### src/rtl/esd_pkg.sv
`timescale 1ns / 1ps

package esd_pkg;

  localparam int COUNT_BITS  = 16;
  localparam int QDEPTH      = 2;
  localparam int QPTR_BITS   = (QDEPTH > 1) ? $clog2(QDEPTH) : 1;
  localparam int FILL_BITS   = $clog2(QDEPTH + 1);
  localparam int MAX_RESULTS = 10;

  typedef logic [COUNT_BITS-1:0] count_t;

  localparam count_t COUNT_MAX = {COUNT_BITS{1'b1}};

  localparam logic [7:0]  CH_BSLASH  = 8'h5C;
  localparam logic [7:0]  CH_X       = 8'h78;
  localparam logic [7:0]  CH_LU      = 8'h75;
  localparam logic [7:0]  CH_UU      = 8'h55;
  localparam logic [7:0]  CH_ESC     = 8'h1B;
  localparam logic [7:0]  UTF8_LEAD2 = 8'hC0;
  localparam logic [7:0]  UTF8_LEAD3 = 8'hE0;
  localparam logic [7:0]  UTF8_LEAD4 = 8'hF0;
  localparam logic [7:0]  UTF8_CONT  = 8'h80;
  localparam logic [31:0] CODE_MAX   = 32'h0010FFFF;
  localparam logic [31:0] SURR_MASK  = 32'h0000F800;
  localparam logic [31:0] SURR_BASE  = 32'h0000D800;

  typedef enum logic [2:0] {
    MODE_PLAIN,
    MODE_ESC,
    MODE_HEX,
    MODE_OCT,
    MODE_UNI
  } mode_t;

  typedef enum logic [2:0] {
    GRP_NONE,
    GRP_BYTE,
    GRP_LIT_X,
    GRP_UNI_LIT,
    GRP_UTF8
  } group_t;

  // One decoded input byte: an optional group of bytes, then an optional copy of the raw byte.
  typedef struct packed {
    group_t          group;
    logic [3:0]      glen;
    logic [20:0]     value;
    logic            wide;
    logic [6:0][7:0] digits;
    logic            emit_c;
    logic [7:0]      c;
    logic            last;
  } cmd_t;

  function automatic logic [4:0] hex_val(input logic [7:0] c);
    logic [4:0] r;
    r = 5'b0_0000;
    if (c >= 8'h30 && c <= 8'h39) begin
      r = {1'b1, 4'(c - 8'h30)};
    end else if (c >= 8'h61 && c <= 8'h66) begin
      r = {1'b1, 4'(c - 8'h57)};
    end else if (c >= 8'h41 && c <= 8'h46) begin
      r = {1'b1, 4'(c - 8'h37)};
    end
    return r;
  endfunction

  function automatic logic [3:0] utf8_len(input logic [20:0] v);
    logic [3:0] r;
    if (v < 21'h80) begin
      r = 4'd1;
    end else if (v < 21'h800) begin
      r = 4'd2;
    end else if (v < 21'h10000) begin
      r = 4'd3;
    end else begin
      r = 4'd4;
    end
    return r;
  endfunction

  function automatic logic [7:0] utf8_byte(input logic [20:0] v, input logic [3:0] len,
                                           input logic [3:0] k);
    logic [7:0] r;
    r = 8'h00;
    case (len)
      4'd1: r = {1'b0, v[6:0]};
      4'd2: begin
        case (k)
          4'd0:    r = UTF8_LEAD2 | {3'b000, v[10:6]};
          default: r = UTF8_CONT | {2'b00, v[5:0]};
        endcase
      end
      4'd3: begin
        case (k)
          4'd0:    r = UTF8_LEAD3 | {4'b0000, v[15:12]};
          4'd1:    r = UTF8_CONT | {2'b00, v[11:6]};
          default: r = UTF8_CONT | {2'b00, v[5:0]};
        endcase
      end
      default: begin
        case (k)
          4'd0:    r = UTF8_LEAD4 | {5'b00000, v[20:18]};
          4'd1:    r = UTF8_CONT | {2'b00, v[17:12]};
          4'd2:    r = UTF8_CONT | {2'b00, v[11:6]};
          default: r = UTF8_CONT | {2'b00, v[5:0]};
        endcase
      end
    endcase
    return r;
  endfunction

  function automatic logic [15:0] sat16(input count_t x);
    logic [31:0] w;
    w = 32'(x);
    return (w > 32'h0000FFFF) ? 16'hFFFF : w[15:0];
  endfunction

endpackage

### src/rtl/esd_front.sv
`timescale 1ns / 1ps

module esd_front (
  input  logic          clk,
  input  logic          rst,
  input  logic          in_valid,
  input  logic          in_stall,
  input  logic [7:0]    in_byte,
  input  logic          is_last,
  output logic          push,
  output esd_pkg::cmd_t cmd
);
  import esd_pkg::*;

  mode_t           mode, mode_step, mode_next;
  logic [3:0]      digit_count, digit_count_next, cnt_inc, need;
  logic [31:0]     code_value, code_value_next, uni_code;
  logic            wide_form, wide_form_next, wide_lit;
  logic [1:0]      octal_limit, octal_limit_next;
  logic [6:0][7:0] saved, saved_next;
  logic [4:0]      hex;
  logic            hex_ok, oct_ok, uni_bad, consumed, accept;
  group_t          grp;
  logic [20:0]     gval;
  logic [2:0]      nlit;
  logic            emit_c;
  logic [3:0]      glen;

  assign accept   = in_valid && !in_stall;
  assign hex      = hex_val(in_byte);
  assign hex_ok   = hex[4];
  assign oct_ok   = (in_byte[7:3] == 5'b00110);
  assign cnt_inc  = 4'(digit_count + 4'd1);
  assign need     = wide_form ? 4'd8 : 4'd4;
  assign uni_code = {code_value[27:0], hex[3:0]};
  assign uni_bad  = (uni_code > CODE_MAX) || ((uni_code & SURR_MASK) == SURR_BASE);
  assign consumed = (mode == MODE_ESC) || ((mode == MODE_HEX) && hex_ok) ||
                    ((mode == MODE_OCT) && oct_ok) || ((mode == MODE_UNI) && hex_ok);

  always_comb begin
    mode_step = mode;
    case (mode)
      MODE_HEX: begin
        if (!hex_ok || cnt_inc >= 4'd2) begin
          mode_step = MODE_PLAIN;
        end
      end
      MODE_OCT: begin
        if (!oct_ok || cnt_inc >= {2'b00, octal_limit}) begin
          mode_step = MODE_PLAIN;
        end
      end
      MODE_UNI: begin
        if (!hex_ok || cnt_inc >= need) begin
          mode_step = MODE_PLAIN;
        end
      end
      MODE_ESC: begin
        if (in_byte == CH_X) begin
          mode_step = MODE_HEX;
        end else if (in_byte == CH_LU || in_byte == CH_UU) begin
          mode_step = MODE_UNI;
        end else if (oct_ok) begin
          mode_step = MODE_OCT;
        end else begin
          mode_step = MODE_PLAIN;
        end
      end
      default: mode_step = MODE_PLAIN;
    endcase
    if (!consumed && in_byte == CH_BSLASH) begin
      mode_step = MODE_ESC;
    end
    mode_next = is_last ? MODE_PLAIN : mode_step;
  end

  always_comb begin
    digit_count_next = digit_count;
    code_value_next  = code_value;
    wide_form_next   = wide_form;
    octal_limit_next = octal_limit;
    saved_next       = saved;
    grp              = GRP_NONE;
    gval             = '0;
    nlit             = '0;
    emit_c           = 1'b0;
    case (mode)
      MODE_HEX: begin
        if (hex_ok) begin
          code_value_next  = {24'h000000, code_value[3:0], hex[3:0]};
          digit_count_next = cnt_inc;
          if (cnt_inc >= 4'd2) begin
            grp  = GRP_BYTE;
            gval = {13'h0000, code_value_next[7:0]};
          end
        end else if (digit_count == 4'd0) begin
          grp = GRP_LIT_X;
        end else begin
          grp  = GRP_BYTE;
          gval = {13'h0000, code_value[7:0]};
        end
      end
      MODE_OCT: begin
        if (oct_ok) begin
          code_value_next  = {24'h000000, code_value[4:0], in_byte[2:0]};
          digit_count_next = cnt_inc;
          if (cnt_inc >= {2'b00, octal_limit}) begin
            grp  = GRP_BYTE;
            gval = {13'h0000, code_value_next[7:0]};
          end
        end else begin
          grp  = GRP_BYTE;
          gval = {13'h0000, code_value[7:0]};
        end
      end
      MODE_UNI: begin
        if (hex_ok) begin
          if (digit_count < 4'd7) begin
            saved_next[digit_count[2:0]] = in_byte;
          end
          code_value_next  = uni_code;
          digit_count_next = cnt_inc;
          if (cnt_inc >= need) begin
            if (uni_bad) begin
              grp    = GRP_UNI_LIT;
              nlit   = 3'(need - 4'd1);
              emit_c = 1'b1;
            end else begin
              grp  = GRP_UTF8;
              gval = uni_code[20:0];
            end
          end
        end else begin
          grp  = GRP_UNI_LIT;
          nlit = digit_count[2:0];
        end
      end
      MODE_ESC: begin
        digit_count_next = '0;
        code_value_next  = '0;
        grp              = GRP_BYTE;
        case (in_byte)
          "n":     gval = 21'h0A;
          "r":     gval = 21'h0D;
          "t":     gval = 21'h09;
          "b":     gval = 21'h08;
          "f":     gval = 21'h0C;
          "a":     gval = 21'h07;
          "v":     gval = 21'h0B;
          "e":     gval = {13'h0000, CH_ESC};
          CH_X:    grp = GRP_NONE;
          CH_LU: begin
            grp            = GRP_NONE;
            wide_form_next = 1'b0;
          end
          CH_UU: begin
            grp            = GRP_NONE;
            wide_form_next = 1'b1;
          end
          default: begin
            if (oct_ok) begin
              grp              = GRP_NONE;
              code_value_next  = {29'h0, in_byte[2:0]};
              octal_limit_next = in_byte[2] ? 2'd1 : 2'd2;
            end else begin
              gval = {13'h0000, in_byte};
            end
          end
        endcase
      end
      default: ;
    endcase
    if (!consumed && in_byte != CH_BSLASH) begin
      emit_c = 1'b1;
    end
    wide_lit = wide_form_next;
    if (is_last) begin
      case (mode_step)
        MODE_HEX: begin
          if (digit_count_next == 4'd0) begin
            grp = GRP_LIT_X;
          end else begin
            grp  = GRP_BYTE;
            gval = {13'h0000, code_value_next[7:0]};
          end
        end
        MODE_OCT: begin
          grp  = GRP_BYTE;
          gval = {13'h0000, code_value_next[7:0]};
        end
        MODE_UNI: begin
          grp  = GRP_UNI_LIT;
          nlit = digit_count_next[2:0];
        end
        default: ;
      endcase
      digit_count_next = '0;
      code_value_next  = '0;
      wide_form_next   = 1'b0;
      octal_limit_next = '0;
    end
  end

  always_comb begin
    case (grp)
      GRP_BYTE:    glen = 4'd1;
      GRP_LIT_X:   glen = 4'd2;
      GRP_UNI_LIT: glen = 4'(4'd2 + {1'b0, nlit});
      GRP_UTF8:    glen = utf8_len(gval);
      default:     glen = 4'd0;
    endcase
  end

  assign cmd.group  = grp;
  assign cmd.glen   = glen;
  assign cmd.value  = gval;
  assign cmd.wide   = wide_lit;
  assign cmd.digits = saved_next;
  assign cmd.emit_c = emit_c;
  assign cmd.c      = in_byte;
  assign cmd.last   = is_last;
  assign push       = accept && ((grp != GRP_NONE) || emit_c || is_last);

  always_ff @(posedge clk) begin
    if (rst) begin
      mode        <= MODE_PLAIN;
      digit_count <= '0;
      code_value  <= '0;
      wide_form   <= 1'b0;
      octal_limit <= '0;
    end else if (accept) begin
      mode        <= mode_next;
      digit_count <= digit_count_next;
      code_value  <= code_value_next;
      wide_form   <= wide_form_next;
      octal_limit <= octal_limit_next;
    end
  end

  always_ff @(posedge clk) begin
    if (accept) begin
      saved <= saved_next;
    end
  end

`ifndef NO_ASSERTIONS
  a_last_clears: assert property (@(posedge clk) disable iff (rst)
    (accept && is_last) |=> (mode == MODE_PLAIN && digit_count == 4'd0 && !wide_form))
    else $error("parser state not cleared after the last beat of a string");
`endif

endmodule

### src/rtl/esd_queue.sv
`timescale 1ns / 1ps

module esd_queue (
  input  logic          clk,
  input  logic          rst,
  input  logic          push,
  input  esd_pkg::cmd_t wr_cmd,
  output logic          full,
  input  logic          pop,
  output esd_pkg::cmd_t rd_cmd,
  output logic          not_empty
);
  import esd_pkg::*;

  cmd_t                 entries [QDEPTH];
  logic [QPTR_BITS-1:0] wr_ptr, rd_ptr;
  logic [FILL_BITS-1:0] fill;

  assign full      = (fill == FILL_BITS'(QDEPTH));
  assign not_empty = (fill != '0);
  assign rd_cmd    = entries[rd_ptr];

  always_ff @(posedge clk) begin
    if (rst) begin
      wr_ptr <= '0;
      rd_ptr <= '0;
      fill   <= '0;
    end else begin
      if (push) begin
        wr_ptr <= (wr_ptr == QPTR_BITS'(QDEPTH - 1)) ? '0 : QPTR_BITS'(wr_ptr + 1'b1);
      end
      if (pop) begin
        rd_ptr <= (rd_ptr == QPTR_BITS'(QDEPTH - 1)) ? '0 : QPTR_BITS'(rd_ptr + 1'b1);
      end
      if (push && !pop) begin
        fill <= FILL_BITS'(fill + 1'b1);
      end else if (pop && !push) begin
        fill <= FILL_BITS'(fill - 1'b1);
      end
    end
  end

  always_ff @(posedge clk) begin
    if (push) begin
      entries[wr_ptr] <= wr_cmd;
    end
  end

`ifndef NO_ASSERTIONS
  a_no_underflow: assert property (@(posedge clk) disable iff (rst)
    pop |-> not_empty)
    else $error("command queue popped while empty");
  a_fill_bound: assert property (@(posedge clk) disable iff (rst)
    (fill <= FILL_BITS'(QDEPTH)) && !(push && full && !pop))
    else $error("command queue overflow");
`endif

endmodule

### src/rtl/esd_back.sv
`timescale 1ns / 1ps

module esd_back (
  input  logic          clk,
  input  logic          rst,
  input  logic          head_valid,
  input  esd_pkg::cmd_t head,
  output logic          pop,
  output logic          out_valid,
  input  logic          out_stall,
  output logic [7:0]    out_byte,
  output logic          byte_valid,
  output logic          run_last,
  output logic          string_end,
  output logic [15:0]   out_length
);
  import esd_pkg::*;

  logic [3:0] idx, total;
  count_t     cnt, cnt_inc;
  logic       load, marker, final_beat;
  logic [2:0] dsel;
  logic [7:0] gbyte, cur_byte;

  assign total      = 4'(head.glen + {3'b000, head.emit_c});
  assign marker     = (total == 4'd0);
  assign final_beat = marker || (idx == 4'(total - 4'd1));
  assign load       = head_valid && (!out_valid || !out_stall);
  assign pop        = load && final_beat;
  assign cnt_inc    = (cnt == COUNT_MAX) ? cnt : count_t'(cnt + count_t'(1));
  assign dsel       = 3'(idx - 4'd2);

  always_comb begin
    gbyte = 8'h00;
    case (head.group)
      GRP_BYTE:  gbyte = head.value[7:0];
      GRP_LIT_X: gbyte = (idx == 4'd0) ? CH_BSLASH : CH_X;
      GRP_UNI_LIT: begin
        if (idx == 4'd0) begin
          gbyte = CH_BSLASH;
        end else if (idx == 4'd1) begin
          gbyte = head.wide ? CH_UU : CH_LU;
        end else if (dsel != 3'd7) begin
          gbyte = head.digits[dsel];
        end
      end
      GRP_UTF8: gbyte = utf8_byte(head.value, head.glen, idx);
      default:  gbyte = 8'h00;
    endcase
    cur_byte = (idx < head.glen) ? gbyte : head.c;
  end

  always_ff @(posedge clk) begin
    if (rst) begin
      out_valid <= 1'b0;
      idx       <= '0;
      cnt       <= '0;
    end else if (load) begin
      out_valid <= 1'b1;
      idx       <= final_beat ? 4'd0 : 4'(idx + 4'd1);
      if (final_beat && head.last) begin
        cnt <= '0;
      end else if (!marker) begin
        cnt <= cnt_inc;
      end
    end else if (!out_stall) begin
      out_valid <= 1'b0;
    end
  end

  always_ff @(posedge clk) begin
    if (load) begin
      out_byte   <= marker ? 8'h00 : cur_byte;
      byte_valid <= !marker;
      run_last   <= final_beat;
      string_end <= final_beat && head.last;
      out_length <= sat16(marker ? cnt : cnt_inc);
    end
  end

`ifndef NO_ASSERTIONS
  a_marker_ends: assert property (@(posedge clk) disable iff (rst)
    (out_valid && !byte_valid) |-> (run_last && string_end))
    else $error("empty end marker not flagged as end of string");
  a_count_clear: assert property (@(posedge clk) disable iff (rst)
    (load && final_beat && head.last) |=> (cnt == '0))
    else $error("length count not cleared after end of string");
  a_idx_bound: assert property (@(posedge clk) disable iff (rst)
    head_valid |-> (idx < 4'(MAX_RESULTS) && (marker || idx < total)))
    else $error("result index ran past the command");
`endif

endmodule

### src/rtl/escape_sequence_decoder_top.sv
`timescale 1ns / 1ps

// Channel   Handshake            Payload
// input     in_valid / in_stall  in_byte[7:0], is_last
// output    out_valid/ out_stall out_byte[7:0], byte_valid, run_last, string_end,
//                                out_length[15:0]
// The front parses one input beat per cycle unless stalled and queues at most one command per beat.
// Unless stalled, the back sends one result beat per cycle from the head command, 1 to 10 beats each.
// in_stall is high while the two-entry command queue is full.
// Reset is synchronous; there is no clearing pass.
// A stall on the output holds the result register and lets the queue fill.
module escape_sequence_decoder_top (
  input  logic        clk,
  input  logic        rst,
  input  logic        in_valid,
  output logic        in_stall,
  input  logic [7:0]  in_byte,
  input  logic        is_last,
  output logic        out_valid,
  input  logic        out_stall,
  output logic [7:0]  out_byte,
  output logic        byte_valid,
  output logic        run_last,
  output logic        string_end,
  output logic [15:0] out_length
);
  import esd_pkg::*;

  cmd_t wr_cmd, rd_cmd;
  logic push, pop, q_full, q_not_empty;

  assign in_stall = q_full;

  esd_front u_front (
    .clk      (clk),
    .rst      (rst),
    .in_valid (in_valid),
    .in_stall (q_full),
    .in_byte  (in_byte),
    .is_last  (is_last),
    .push     (push),
    .cmd      (wr_cmd)
  );

  esd_queue u_queue (
    .clk       (clk),
    .rst       (rst),
    .push      (push),
    .wr_cmd    (wr_cmd),
    .full      (q_full),
    .pop       (pop),
    .rd_cmd    (rd_cmd),
    .not_empty (q_not_empty)
  );

  esd_back u_back (
    .clk        (clk),
    .rst        (rst),
    .head_valid (q_not_empty),
    .head       (rd_cmd),
    .pop        (pop),
    .out_valid  (out_valid),
    .out_stall  (out_stall),
    .out_byte   (out_byte),
    .byte_valid (byte_valid),
    .run_last   (run_last),
    .string_end (string_end),
    .out_length (out_length)
  );

endmodule
### config.mk
export PLATFORM = sky130hd
export DESIGN_NAME = escape_sequence_decoder_top
export DESIGN_NICKNAME = d
export VERILOG_FILES = /design/src/rtl/esd_pkg.sv /design/src/rtl/esd_front.sv /design/src/rtl/esd_queue.sv /design/src/rtl/esd_back.sv /design/src/rtl/escape_sequence_decoder_top.sv
export SDC_FILE = /design/constraint.sdc
export NUM_CORES = 1
export LEC_CHECK = 0
export BUFFER_PORTS_ARGS = -buffer_cell sky130_fd_sc_hd__buf_2
export CAP_MARGIN = 30
export CORE_MARGIN = 2
export CORE_UTILIZATION = 50
export CTS_BUF_LIST = sky130_fd_sc_hd__clkbuf_4
export DETAILED_ROUTE_END_ITERATION = 8
export PLACE_DENSITY_LB_ADDON = 0.15
export SKIP_LAST_GASP = 1
export SYNTH_ARGS = -nofsm -noshare
export SYNTH_HDL_FRONTEND = slang
export SYNTH_SLANG_ARGS = --single-unit
### constraint.sdc
create_clock -name clk -period 7.3 [get_ports clk]
set_input_delay 0.365 -clock clk [delete_from_list [all_inputs] [get_ports clk]]
set_output_delay 0.365 -clock clk [all_outputs]
set_load 0.01 [all_outputs]
# Word level (Yosys, flattened, before mapping)

Memory sizes are Yosys's and may differ from the RTL's. A register that Yosys moved wholly into a read port is not among the register bits.
Index checks and enable logic that the tools add are counted.

Shift-type cells: 0
Reductions and logical operators: 53
Equality and inequality tests: 44
$mul: 0
Add/subtract/negate cells: 15
$lt $le $gt $ge: 18
Muxes and demuxes: 108
Bitwise gates (word level): 0
Divide/modulo/power cells: 0

Operators by type and width:

| cell                   | count |
|---|---|
| $pmux W21 S9           | 1 |
| $mux W56               | 3 |
| $mux W21               | 6 |
| $mux W28               | 4 |
| $pmux W28 S4           | 1 |
| $eq A8 B7 Y1 const B   | 12 |
| $mux W8                | 11 |
| $pmux W21 S4           | 1 |
| $mux W3                | 21 |
| $bwmux W56             | 1 |
| $mux W16               | 3 |
| $pmux W21 S2           | 1 |
| $gt A32 B21 Y1 const B | 1 |
| $pmux W8 S4            | 1 |
| $mux W4                | 7 |
| $bmux W8 S3            | 1 |
| $demux W8 S3           | 1 |
| $eq A3 B2 Y1 const B   | 8 |
| $pmux W3 S4            | 2 |
| $pmux W8 S3            | 1 |
| $lt A21 B12 Y1 const B | 1 |
| $lt A21 B17 Y1 const B | 1 |
| $lt A21 B8 Y1 const B  | 1 |
| $pmux W7 S3            | 1 |
| 59 further kinds       | 147 |

Bits in writable memories: 190
Input bits: 13
Bits in read-only memories: 0
Bits in latches: 0
Memories kept: 1
Register bits: 146
Output and inout port bits: 29
Logic and storage cells: 263

Memory list:

| memory          | words | bits a word | rd ports | clocked after Yosys merged registers in | write ports | RTL line        | text |
|---|---|---|---|---|---|---|---|
| u_queue.entries | 2     | 95          | 1        | 1                                       | 1           | esd_queue.sv:15 | `cmd_t entries [QDEPTH];` |

# Longest topological paths before layout

Depth in word-level cells: 23
Depth in mapped cells: 21
Depth with buffers taken out: 16

# Modules after synthesis

Synthesis repeated with hierarchy kept, for this count alone.

Cells, all modules: 1,381
Area total of the unflattened synthesis: 16,793.6 um2

By module, submodules not included:

| module    | times used | cells an instance | sequential area each (um2) | area an instance (um2) |
|---|---|---|---|---|
| esd_queue | 1          | 318               | 5,805.6                    | 7,273.2 |
| esd_front | 1          | 672               | 2,442.3                    | 5,843.1 |
| esd_back  | 1          | 391               | 1,231.2                    | 3,677.3 |

# Worst setup path after synthesis

Ideal clock, no wire load.

Path type: in2reg
Start: in in_byte[0]
End: mem u_queue.entries[0][0] in the netlist's numbering (enable)
Library setup time: 561 ps
Arrival: 6,858 ps
Setup slack: -119 ps
Path buffers: 1
Data required time: 6,739 ps
Stages on the path: 11
Cell sequence: clkbuf_1 inv_1 ha_1 nor3b_1 or3_4 o21a_4 nor4b_1 nor2_1 nand4b_1 o41a_1 nor2b_1

Cells in the longest elaborated chain, start to end: 21
Elaborated cells between the ends (all ways): 76
Classes of those cells: 3 x add/sub; 7 x order compare; 16 x eq/ne; 27 x mux; 23 x reduce/logical

Ends and longest elaborated chain:

| item                                                    | RTL line                          | text |
|---|---|---|
| from (decl)                                             | escape_sequence_decoder_top.sv:17 | `input logic [7:0] in_byte,` |
| branches (longest 16 deep; another with $gt A32 B21 Y1) | -                                 |  |
| $logic_or A1 B1 Y1 (*) (2 in series)                    | esd_front.sv:222                  | `assign push = accept && ((grp != GRP_NONE) \|\| emit_c \|\| is_last);` |
| $logic_and A1 B1 Y1 (*)                                 | esd_front.sv:222                  |  |
| named net push                                          | escape_sequence_decoder_top.sv:30 | `logic push, pop, q_full, q_not_empty;` |
| $mux W1 (*)                                             | esd_queue.sv:44                   | `if (push) begin` |
| $mux W1 (not written as such) (*)                       | esd_queue.sv:45                   | `entries[wr_ptr] <= wr_cmd;` |
| to (decl)                                               | esd_queue.sv:15                   |  |

Mark *: on every way through the listed nets, which the timed path passes.

==> impl_metrics.yaml <==
yosys:
  ys_seq_area_frac: 0.578
  synth-edff-count: 273
  netlist_area_sq_mm: 0.0164
  ys_async_sr_fraction: 0
  syn_inst: 1369
  synthesis.nets: 1407
  synth.distinct_cells: 86
  ys_warn_count: 0
  ys_ff_latch: 337
  synth_area_per_cell_sq_um: 12.0
  ys.flop_type: "edfxtp_1"
clock_network:
  clk_path_buf_depth: 3
  clkTransAtPathRegs_ns: 0.07
  clock_latency_ns: 0.78
  cts_setup_buffers: 0
  root_buffer: "clkbuf_4"
  htreeDepth: 3
  clkSinkCount: 337
  cts_made_buffers: 89
  cts_tree: "yes"
timing:
  slew_headroom: 0.382
  rsz0062_at_grt: "no"
  fmax_mhz: 216
  tns_ns: 0
  hold_viol_final: 0
  min_period_over_period: 0.634
  fin_skew_ns: 0.0551
  finalSetupViolCount: 0
  period_needed_ns: 4.63
  tightestPinTransition_ns: 0.928
  slew_violations: 0
setup_path:
  start_kind: "flip-flop"
  end_kind: "flip-flop"
  crit_required_ns: 7.96
  crit_arrival_ns: 5.29
  cp_max_fo: 49
  crit_type: "reg -> reg"
floorplan:
  core_sq_mm: 0.0324
  die_y_microns: 185
  fp.dieW_microns: 185
  pin_count: 42
  rows: 66
  start_util: 0.506
  die_area_sq_mm: 0.0342
placed_design:
  placed_cell_area_sq_mm: 0.0170
  dp_hpwl_microns: 27100
  port_buffers: 41
  gp_congestion: 0.951
routing:
  antenna_left: 0
  viasPerCell: 5.92
  drc: 0
  wl_per_cell_microns: 20.8
  drt_iter0_drc: 1108
  dr.pass1.iters: 6
  routed_wl_microns: 40800
  route.vias.total: 11600
power:
  power.density_mw_per_mm2: 296
  irDropWorstVdd_mv: 0.164
  leakagePower_nw: 5.62
final_layout:
  post-route-util: 0.564
  final_nets: 1482
  fill_cells: 2822
  layout-drive-gt1-share: 0.219
  final_cell_area_sq_mm: 0.0183
  areaGrowthSynthToFinish_pct: 11.4
global_route:
  antenna_found_initial: 2
  grt_max_degree: 76
  grt_overflow: 0
  grt_pass1_wl_microns: 63200
  grt_use_total: 0.243
  grt_pass1_vias: 11300
flow_run:
  drv_cap: 0
worst_hold_path:
  hold_start: "in_byte[6]"
  hp-class: "in -> reg"
status:
  outcome: "complete, no violations"
logic make-up (layout without fill, tap and decap cells):
family | Yosys count | count (layout) | synth area share
XOR/XNOR | 28 | 28 | 0.0150
flip-flops | 337 | 337 | 0.578
adder cells (fa/ha/maj) | 25 | 25 | 0.0191
other | 0 | 2 | 0
buffers and inverters | 114 | 258 | 0.0283
AND/OR/NAND/NOR | 447 | 447 | 0.137
AO/OA/AOI/OAI | 287 | 287 | 0.118
multiplexers | 131 | 131 | 0.104
cell usage after synthesis, types with 17 or more instances:
master / n / area share
a21oi_1: 75 / 0.023
nand2_1: 131 / 0.030
o21ai_0: 45 / 0.014
mux2i_1: 40 / 0.024
mux4_2: 24 / 0.033
clkbuf_1: 51 / 0.012
nand3_1: 55 / 0.017
o22ai_1: 18 / 0.0069
edfxtp_1: 273 / 0.50
inv_1: 34 / 0.0078
nor3_1: 31 / 0.0095
nand2b_1: 17 / 0.0065
buf_2: 19 / 0.0058
ha_1: 25 / 0.019
nor2_1: 92 / 0.021
dfxtp_1: 64 / 0.078
and2_1: 25 / 0.0095
mux2_2: 66 / 0.045
critical path: stages (launching register included):
cell     delay [ns]
dfxtp_4        0.92
mux2i_1        0.45
inv_1          0.20
ha_1           0.24
ha_1           0.29
inv_1          0.06
ha_1           0.19
nand2_1        0.12
nor2_1         0.64
a31oi_1        0.23
nor2_1         0.28
inv_1          0.09
ha_1           0.33
or3_1          0.35
a21oi_1        0.13
power by group:
group / total (mW) / internal [mW] / switching (mW)
clock: 1.68 / 0.925 / 0.760
combinational: 1.29 / 0.432 / 0.858
sequential: 2.42 / 2.32 / 0.101
layout make-up:
type	instances	area [sq um]	area share
flip-flops and latches	337	9480	0.519
multi-input cells	918	6470	0.354
clock buffers	137	1030	0.0563
well taps	442	553	0.0303
repair buffers	63	427	0.0234
clock inverters	23	160	0.00877
inverters	35	131	0.00720
diodes	2	5.00	0.000274
registers in the layout (all words and copies together) (netlist names), named ones only:
register	count
u_queue.fill	2
u_front.digit_count	4
u_back.byte_valid	1
u_queue.entries	190
u_queue.wr_ptr	1
u_back.out_length	16
u_front.mode	3
u_back.out_valid	1
u_back.cnt	16
u_queue.rd_ptr	1
u_front.octal_limit	2
u_front.wide_form	1
u_back.run_last	1
u_back.string_end	1
u_front.code_value	28
u_back.out_byte	8
u_front.saved	56
u_back.idx	4
final timing paths:
check / endpoint / slack (ns) / depth (start not counted)
worst min register to register: u_front.code_value[27]$_SDFFE_PP0P_ / 0.46 / 2
worst max register to register: u_queue.fill[1]$_SDFFE_PP0P_ / 2.67 / 14
worst min-delay path: u_queue.entries[1][7]$_DFFE_PP_ / 0.09 / 1
worst max-delay path: u_queue.fill[1]$_SDFFE_PP0P_ / 2.67 / 14
repair_timing:
action	4_1_cts	5_1_grt
gates resized for setup	0	0
hold buffers	5	0
hold endpoints to repair	9	0
per-layer routing:
| layer | vias up | GRT usage | routed length [microns] |
|---|---|---|---|
| met2 | 417 | 0.392 | 19400 |
| met4 | 0 | 0.0759 | 668 |
| met5 | - | 0 | 0 |
| met3 | 68 | 0.0507 | 2550 |
| met1 | 5663 | 0.332 | 18100 |
| li1 | 5441 | - | - |
stage by stage:
step	hold slack, ns	worst slack [ns]	instances	total power [mW]
3_3_place_gp	0.442	2.46	1785	3.73
4_1_cts	0.0345	2.61	1953	5.47
6_report	0.0903	2.67	1957	5.40
2_1_floorplan	0.432	1.70	1369	3.35
3_5_place_dp	0.451	2.53	1788	3.76
5_1_grt	0.0243	2.20	1957	5.71
cell usage in the layout (no fill, tap or decap), types with 25 or more instances in the layout:
cell type	n
nand3_1	55
nor3_1	31
dfxtp_1	63
mux2_2	66
nor2_1	92
mux2i_1	40
a21oi_1	75
nand2_1	131
inv_1	33
o21ai_0	44
ha_1	25
edfxtp_1	273
buf_2	41
clkbuf_4	137
(Power assumes the default switching activity.)
